**config.mk**
```make
export PLATFORM = sky130hd
export DESIGN_NAME = los_walker
export DESIGN_NICKNAME = d
export VERILOG_FILES = /design/src/design/los_pkg.sv /design/src/design/los_walker.sv
export SDC_FILE = /design/constraint.sdc
export NUM_CORES = 1
export LEC_CHECK = 0
export ABC_CLOCK_PERIOD_IN_PS = 16170
export BUFFER_PORTS_ARGS = -buffer_cell sky130_fd_sc_hd__buf_4
export CORE_ASPECT_RATIO = 0.7
export CORE_MARGIN = 2
export CORE_UTILIZATION = 66
export CTS_BUF_LIST = sky130_fd_sc_hd__clkbuf_16
export CTS_CLUSTER_DIAMETER = 200
export DETAILED_ROUTE_END_ITERATION = 6
export PLACE_DENSITY = 0.87
export SYNTH_ARGS = -nofsm -noshare
export SYNTH_HDL_FRONTEND = slang
export SYNTH_SLANG_ARGS = --single-unit
```
**constraint.sdc**
```tcl
create_clock -name clk -period 16.17 [get_ports clk]
set_input_delay 0.8085 -clock clk [delete_from_list [all_inputs] [get_ports clk]]
set_output_delay 0.8085 -clock clk [all_outputs]
set_load 0.01 [all_outputs]
```
**src/design/los_pkg.sv**
```systemverilog
// Shared types, codes and default sizes for the 3D line-of-sight block.
package los_pkg;

  // Default grid and cost sizes
  localparam int LOS_X_BITS    = 6;
  localparam int LOS_Y_BITS    = 6;
  localparam int LOS_Z_BITS    = 4;
  localparam int LOS_COST_BITS = 8;

  // Threshold register
  localparam int              THR_BITS  = 8;
  localparam logic [THR_BITS-1:0] THR_RESET = 8'd128;

  // Input item command codes
  localparam logic CMD_WRITE = 1'b0;
  localparam logic CMD_QUERY = 1'b1;

  // Dominant axis of a line
  typedef enum logic [1:0] {
    AX_X,
    AX_Y,
    AX_Z
  } axis_t;

  // Walker sequencer states
  typedef enum logic [1:0] {
    WS_IDLE,
    WS_PCOST,
    WS_WALK,
    WS_DONE
  } walk_state_t;

  // Query result handed from the walker to the output register
  typedef struct packed {
    logic valid;
    logic clear;
  } los_result_t;

endpackage

```
**src/design/los_walker.sv**
```systemverilog
// Line walk sequencer: steps the 3D Bresenham line and checks each map cell.
module los_walker #(
  parameter int X_BITS    = 6,
  parameter int Y_BITS    = 6,
  parameter int Z_BITS    = 4,
  parameter int COST_BITS = 8
) (
  input  logic                        clk,
  input  logic                        rst,
  input  logic                        start,
  input  logic [X_BITS-1:0]           par_x,
  input  logic [Y_BITS-1:0]           par_y,
  input  logic [Z_BITS-1:0]           par_z,
  input  logic [X_BITS-1:0]           chd_x,
  input  logic [Y_BITS-1:0]           chd_y,
  input  logic [Z_BITS-1:0]           chd_z,
  input  logic [los_pkg::THR_BITS-1:0] threshold,
  output logic                        rd_en,
  output logic [X_BITS+Y_BITS+Z_BITS-1:0] rd_addr,
  input  logic [COST_BITS-1:0]        rd_data,
  output logic                        idle,
  output los_pkg::los_result_t        res,
  input  logic                        res_take
);
  import los_pkg::*;

  localparam int MXY  = (X_BITS > Y_BITS) ? X_BITS : Y_BITS;
  localparam int MAXB = (MXY > Z_BITS) ? MXY : Z_BITS;
  localparam int EW   = MAXB + 3;
  localparam int CW   = (COST_BITS > THR_BITS) ? COST_BITS : THR_BITS;

  walk_state_t state, state_next;

  // Walk registers
  logic [X_BITS-1:0]    cx;
  logic [Y_BITS-1:0]    cy;
  logic [Z_BITS-1:0]    cz;
  logic                 dirx, diry, dirz;
  axis_t                sel;
  logic signed [EW-1:0] ea, eb, dm2, da2, db2;
  logic [MAXB-1:0]      rem;
  logic [COST_BITS-1:0] pcost;
  logic                 clr;

  // Setup values from the query fields
  logic [X_BITS-1:0]    dx;
  logic [Y_BITS-1:0]    dy;
  logic [Z_BITS-1:0]    dz;
  logic [MAXB-1:0]      wdx, wdy, wdz;
  logic [MAXB-1:0]      dm_i, da_i, db_i;
  axis_t                sel_i;
  logic signed [EW-1:0] dm2_i, da2_i, db2_i;

  // Step values
  logic                 ma, mb, movex, movey, movez;
  logic [X_BITS-1:0]    nx;
  logic [Y_BITS-1:0]    ny;
  logic [Z_BITS-1:0]    nz;
  logic signed [EW-1:0] ea_next, eb_next;
  logic                 blocked, issue;

  // Deltas, directions and dominant axis at query start
  always_comb begin
    dx = (par_x >= chd_x) ? par_x - chd_x : chd_x - par_x;
    dy = (par_y >= chd_y) ? par_y - chd_y : chd_y - par_y;
    dz = (par_z >= chd_z) ? par_z - chd_z : chd_z - par_z;
    wdx = MAXB'(dx);
    wdy = MAXB'(dy);
    wdz = MAXB'(dz);
    if (wdx >= wdy && wdx >= wdz) begin
      sel_i = AX_X;
      dm_i  = wdx;
      da_i  = wdy;
      db_i  = wdz;
    end else if (wdy >= wdz) begin
      sel_i = AX_Y;
      dm_i  = wdy;
      da_i  = wdx;
      db_i  = wdz;
    end else begin
      sel_i = AX_Z;
      dm_i  = wdz;
      da_i  = wdx;
      db_i  = wdy;
    end
    dm2_i = EW'(dm_i) <<< 1;
    da2_i = EW'(da_i) <<< 1;
    db2_i = EW'(db_i) <<< 1;
  end

  // One Bresenham step from the current cell
  always_comb begin
    ma = !ea[EW-1];
    mb = !eb[EW-1];
    ea_next = ea - (ma ? dm2 : '0) + da2;
    eb_next = eb - (mb ? dm2 : '0) + db2;
    case (sel)
      AX_X: begin
        movex = 1'b1;
        movey = ma;
        movez = mb;
      end
      AX_Y: begin
        movex = ma;
        movey = 1'b1;
        movez = mb;
      end
      AX_Z: begin
        movex = ma;
        movey = mb;
        movez = 1'b1;
      end
      default: begin
        movex = 1'b0;
        movey = 1'b0;
        movez = 1'b0;
      end
    endcase
    nx = movex ? (dirx ? cx - X_BITS'(1) : cx + X_BITS'(1)) : cx;
    ny = movey ? (diry ? cy - Y_BITS'(1) : cy + Y_BITS'(1)) : cy;
    nz = movez ? (dirz ? cz - Z_BITS'(1) : cz + Z_BITS'(1)) : cz;
  end

  // Cell check on the data of the last issued read
  assign blocked = (CW'(rd_data) >= CW'(threshold)) || (rd_data > pcost);
  assign issue   = (rem != '0) &&
                   ((state == WS_PCOST) || (state == WS_WALK && !blocked));

  // Next state
  always_comb begin
    state_next = state;
    case (state)
      WS_IDLE:  if (start) state_next = WS_PCOST;
      WS_PCOST: state_next = (rem == '0) ? WS_DONE : WS_WALK;
      WS_WALK:  if (blocked || rem == '0) state_next = WS_DONE;
      WS_DONE:  if (res_take) state_next = WS_IDLE;
      default:  state_next = WS_IDLE;
    endcase
  end

  // Outputs
  always_comb begin
    idle      = (state == WS_IDLE);
    rd_en     = start || issue;
    rd_addr   = start ? {par_z, par_y, par_x} : {nz, ny, nx};
    res.valid = (state == WS_DONE);
    res.clear = clr;
  end

  always_ff @(posedge clk) begin
    if (rst) begin
      state <= WS_IDLE;
    end else begin
      state <= state_next;
    end
  end

  // Walk datapath
  always_ff @(posedge clk) begin
    if (start && state == WS_IDLE) begin
      cx   <= chd_x;
      cy   <= chd_y;
      cz   <= chd_z;
      dirx <= par_x < chd_x;
      diry <= par_y < chd_y;
      dirz <= par_z < chd_z;
      sel  <= sel_i;
      dm2  <= dm2_i;
      da2  <= da2_i;
      db2  <= db2_i;
      ea   <= da2_i - EW'(dm_i);
      eb   <= db2_i - EW'(dm_i);
      rem  <= dm_i;
    end else if (issue) begin
      cx  <= nx;
      cy  <= ny;
      cz  <= nz;
      ea  <= ea_next;
      eb  <= eb_next;
      rem <= rem - MAXB'(1);
    end
    if (state == WS_PCOST) begin
      pcost <= rd_data;
      clr   <= 1'b1;
    end else if (state == WS_WALK && blocked) begin
      clr <= 1'b0;
    end
  end

endmodule

```
### Yosys cells after proc, flatten, opt, wreduce, memory -nomap -nowiden

Cells that the tools add are included.

| storage, ports and cells | value |
|---|---|
| register bits after elaboration | 74 |
| input port bits | 52 |
| output and inout bits | 20 |
| word-level logic and storage cells | 112 |

| cells by class | value |
|---|---|
| $add $sub $neg | 19 |
| $lt $le $gt $ge | 11 |
| equal/unequal tests | 8 |
| mux-type cells | 38 |
| reduce and logical (&&, ||, !) cells | 20 |

Operators with widths:

| operator | count |
|---|---|
| two-way mux 6 bit | 17 |
| two-way mux 9 bit | 4 |
| subtractor 6 bit | 4 |
| two-way mux 4 bit | 5 |
| adder 9 x 7 -> 9 bit | 2 |
| greater-or-equal comparator 6 bit | 3 |
| subtractor 6 x 1 -> 6 bit (second input constant) | 3 |
| subtractor 9 x 7 -> 9 bit | 2 |
| two-way mux 16 bit | 1 |
| subtractor 7 x 6 -> 8 bit | 2 |
| two-way mux 7 bit | 2 |
| adder 6 x 1 -> 6 bit (second input constant) | 2 |
| greater-or-equal comparator 6 x 4 -> 1 bit | 2 |
| less-than comparator 6 bit | 2 |
| greater-or-equal comparator 8 bit | 1 |
| greater-than comparator 8 bit | 1 |
| two-way mux 2 bit | 4 |
| one-hot mux 2 bit (4 select lines) | 1 |
| subtractor 4 bit | 2 |
| equality test 2 bit (second input constant) | 3 |
| logical NOT 6 bit | 1 |
| nonzero test 6 bit | 1 |
| logical AND 1 bit | 5 |
| adder 4 x 1 -> 4 bit (second input constant) | 1 |
| 15 further kinds | 25 |

### Depth between registers and ports, before layout

| depth | value |
|---|---|
| depth after elaboration | 8 |
| gate-level depth with buffers | 27 |

### Worst setup path after synthesis

Ideal clock, no wire load.

| timing | value |
|---|---|
| kind | in2reg |
| from | in par_y[0] |
| to | reg eb[7], data pin |
| arrival time | 5.567 ns |
| data required time | 16.041 ns |
| path slack | 10.474 ns |
| cell stages on the path | 25 |
| path buffers | 2 |
| cells stage by stage | inv_1 -> ha_1 -> inv_1 -> fa_1 -> a21o_1 -> a21oi_2 -> a21oi_4 -> mux2i_2 -> ha_1 -> a21o_1 -> a21o_1 -> a21oi_1 -> o21ai_1 -> o21a_1 -> buf_6 -> buf_2 -> nor2_1 -> mux2i_1 -> ha_1 -> o21ai_0 -> nand2_1 -> a21oi_1 -> a41oi_2 -> a211oi_1 -> a21o_1 |

| between the ends | value |
|---|---|
| longest elaborated chain between the ends | 7 |
| elaborated cells between the ends (all ways) | 13 |
| classes of those cells | 3 x add/sub; 3 x order compare; 6 x mux; 1 x reduce/logical |

Ends and longest elaborated chain:

| item | RTL line | source |
|---|---|---|
| start: declaration | los_walker.sv:12 | `input logic [Y_BITS-1:0] par_y,` |
| subtractor 6 bit / greater-or-equal comparator 6 bit (equally long branches) | los_walker.sv:65 | `dy = (par_y >= chd_y) ? par_y - chd_y : chd_y - par_y;` |
| two-way mux 6 bit (*) | los_walker.sv:65 |  |
| greater-or-equal comparator 6 x 4 -> 1 bit / greater-or-equal comparator 6 bit (equally long branches) | los_walker.sv:75, los_walker.sv:70 |  |
| two-way mux 6 bit / logical AND 1 bit (equally long branches) | los_walker.sv:75, los_walker.sv:70 |  |
| two-way mux 6 bit (*) | los_walker.sv:70 | `if (wdx >= wdy && wdx >= wdz) begin` |
| net db_i[1] | los_walker.sv:50 | `logic [MAXB-1:0] dm_i, da_i, db_i;` |
| subtractor 7 x 6 -> 8 bit (*) | los_walker.sv:172 | `eb <= db2_i - EW'(dm_i);` |
| two-way mux 9 bit (*) | los_walker.sv:160 | `if (start && state == WS_IDLE) begin` |
| end signal: assignment | los_walker.sv:172 |  |
| end signal: assignment | los_walker.sv:179 | `eb <= eb_next;` |
| end: declaration | los_walker.sv:40 | `logic signed [EW-1:0] ea, eb, dm2, da2, db2;` |

The timed path passes the listed nets; every way through them passes the cells marked *.
A chain may end at the register's enable or synchronous reset.

### Worst setup path after layout

| timing | value |
|---|---|
| from | in par_y[0] |
| to | reg eb[8], data pin |

The elaborated chain is that of the path after synthesis.

==> flow_summary_export.csv <==
group,metric,value,unit
run_status,status,"finished, final reports clean",
route,drt-pass1-iter-count,5,
layout,final_cell_mix,"147 x inv_1, 99 x ha_1, 75 x buf_4",
clock_tree,ctsHoldBuffers,0,
clock_tree,htreeDepth,3,
route,ant_nets,0,
layout,diodes,0,
route,drc,0,
route,wl_met3,1710,um
route,met1_length,8060,um
logic_synthesis,ys_ff_latch,72,
route,via_per_inst,5.96,
timing,fin_crit_sh,39.7,%
layout,drive_above_1_share,13.7,%
clock_tree,post-cts-setup-buffers,0,
critical_path,worstSetupEndpointType,"flip-flop",
critical_path,critPathRequiredTime,16380,ps
logic_synthesis,yosysWarnings,0,
timing,tns,0,ps
timing,rsz0062_at_grt,"false",
run,cap_violations,0,
route,routedWlPerCell,17.6,um
layout,final_common_cell,"inv_1",
logic_synthesis,async_flop_share,0,%
floorplan,initial_utilization,68.3,%
timing,clock.fmax,156,MHz
route,route.met2.wl,8340,um
timing,finalSetupViolations,0,
logic_synthesis,synth_edf_count,69,
critical_path,start_kind,"input pin",
logic_synthesis,netlist_instances,822,
placed_design,place_congestion,0.961,
timing,hold_violations,0,
logic_synthesis,postSynthAreaPerCell,9.21,sq um
floorplan,pin_count,72,
route,drt_iter0_drc,452,
logic_synthesis,yosys-top-cells-area,"edfxtp_1 27%, ha_1 16%, inv_1 7.3%, fa_1 6.1%, a21oi_1 4.6%",
timing,worst-slew-pin-transition,972,ps
clock_tree,clock_latency,340,ps
clock_tree,cts_tree,"yes",
layout,nets,1063,
floorplan,dieArea,0.0124,sq mm
logic_synthesis,ys_types,72,
critical_path,cp.arrival,6620,ps
global_routing,grt_pass1_wl,30400,um
floorplan,fp.coreArea,0.0111,sq mm
min_path,hold_class,"flip-flop to flip-flop",
logic_synthesis,synth_ff_type,"edfxtp_1",
floorplan,die_w,132,um
logic_synthesis,yosysTopAreaCellShare,27.4,%
critical_path,path_max_fanout,20,
placed_design,io_buffers,71,
timing,slew_headroom,35.0,%
clock_tree,clk_pin_slew,60,ps
global_routing,grt_pass1_vias,6350,
route,vias,6235,
clock_tree,cts.sinks,72,
logic_synthesis,ys_seq_area_share,28.2,%
clock_tree,cts_resized,0,
pwr,p_leak,4.11,nW
critical_path,r2r_setup_slack,12230,ps
logic_synthesis,syn_area,0.00757,sq mm
clock_tree,cts_buffer_depth,2,
critical_path,crit_type,"input pin to flip-flop",
floorplan,die-height,93.6,um
global_routing,antenna_found_initial,0,
timing,post-route-min-period,6420,ps
global_routing,grtUsageTotal,30.9,%
placed_design,dpl.hpwl,14200,um
global_routing,grt-ovfl-total,0,
global_routing,grt_max_degree,62,
timing,finalClockSkew,9.09,ps
route,top_layer,"met4",
floorplan,row_count,32,
logic_synthesis,yosys.area.top_type,"edfxtp_1",
layout,syn_to_final_growth,11.9,%
clock_tree,numCtsBuffers,9,
pwr,peakVddDrop,160,uV
layout,utilization,76.4,%
pwr,p_per_area,248,mW/mm^2
route,drt_wl_total,18400,um
timing,drv_slew,0,
clock_tree,cts_root_buf,"clkbuf_16",
==> layout make-up <==
| class | instances | area (sq um) |
|---|---|---|
| clock inverter | 6 | 28.8 |
| fill | 773 | 2620 |
| sequential | 72 | 2130 |
| clock buffer | 9 | 225 |
| multi-input combinational | 582 | 4770 |
| inverter | 149 | 559 |
| tap | 153 | 191 |
| timing repair buffer | 75 | 563 |
==> worst max-delay path, cell delays in order <==
cell	delay [ps]
buf_4	110
inv_1	70
ha_1	190
inv_1	70
fa_1	400
a21o_1	210
a21oi_2	260
a21oi_4	130
mux2i_2	600
ha_1	350
a21o_1	160
a21o_1	170
a21oi_1	140
o21ai_1	210
o21a_1	400
nor2_1	400
mux2i_1	330
ha_1	330
o21ai_0	400
nand2_1	100
a21oi_1	200
a41oi_2	80
a211oi_1	360
a21o_1	130
==> flip-flops by register name, summed over array words and instances (netlist names) <==
name / flops
eb: 8
state: 2
ea: 8
cz: 4
da2: 6
db2: 6
rem: 6
dirx: 1
sel: 2
pcost: 8
dirz: 1
cx: 6
cy: 6
diry: 1
clr: 1
dm2: 6
==> Yosys cell counts (4+ instances only) <==
library cell	instances
a2111oi_0	5
a211oi_1	4
a21o_1	41
a21oi_1	69
a21oi_2	4
a221oi_1	4
a31oi_1	5
clkbuf_1	12
edfxtp_1	69
fa_1	23
ha_1	99
inv_1	147
mux2_2	7
mux2i_1	28
nand2_1	44
nand2b_1	10
nand3_1	5
nand4_1	4
nor2_1	50
nor2b_1	13
nor3_1	8
o21a_1	5
o21ai_0	37
o21ai_1	4
o21bai_1	6
o31a_1	4
xnor2_1	30
xor2_1	15
==> kinds of logic after synthesis <==
| kind of cell | synth area share [%] |
|---|---|
| compound gates | 19.5 |
| buf+inv | 8.87 |
| simple gates | 9.87 |
| fa+ha+maj | 22.4 |
| flops | 28.2 |
| xor+xnor | 5.78 |
| mux | 5.29 |
| other cells | 0.0495 |
==> metal layers <==
| layer | GRT usage [%] | vias up |
|---|---|---|
| li1 | - | 2974 |
| met1 | 40.6 | 2937 |
| met2 | 51.1 | 290 |
| met3 | 7.10 | 34 |
| met4 | 9.96 | 0 |
| met5 | 0 | - |
==> per-stage QoR <==
| stage | cells | area, sq um | setup WS (ps) | total power [mW] | hold slack [ps] |
|---|---|---|---|---|---|
| detailed placement | 1031 | 8220 | 9580 | 1.89 | 458 |
| global placement | 1031 | 8220 | 9920 | 1.82 | 447 |
| global route | 1046 | 8470 | 9430 | 2.28 | 501 |
| CTS | 1046 | 8470 | 9860 | 2.09 | 475 |
| floorplan | 824 | 7580 | 10470 | 1.53 | 428 |
| finish | 1046 | 8470 | 9750 | 2.10 | 482 |
==> final timing paths <==
kind | startpoint | end | cells after the start
max | par_y[0] | eb[8]$_DFFE_PP_ | 24
min | clr$_SDFFE_PP1P_ | clr$_SDFFE_PP1P_ | 1
max reg2reg | pcost[1]$_DFFE_PP_ | eb[4]$_DFFE_PP_ | 12
min reg2reg | clr$_SDFFE_PP1P_ | clr$_SDFFE_PP1P_ | 1
==> where the power goes <==
group	switching [mW]	total [mW]	internal (mW)	leakage, nW
combinational	0.863	1.49	0.628	3.30
sequential	0.0549	0.430	0.375	0.689
clock	0.0760	0.177	0.101	0.127
total	0.994	2.10	1.10	4.11
(Power assumes the default switching activity.)
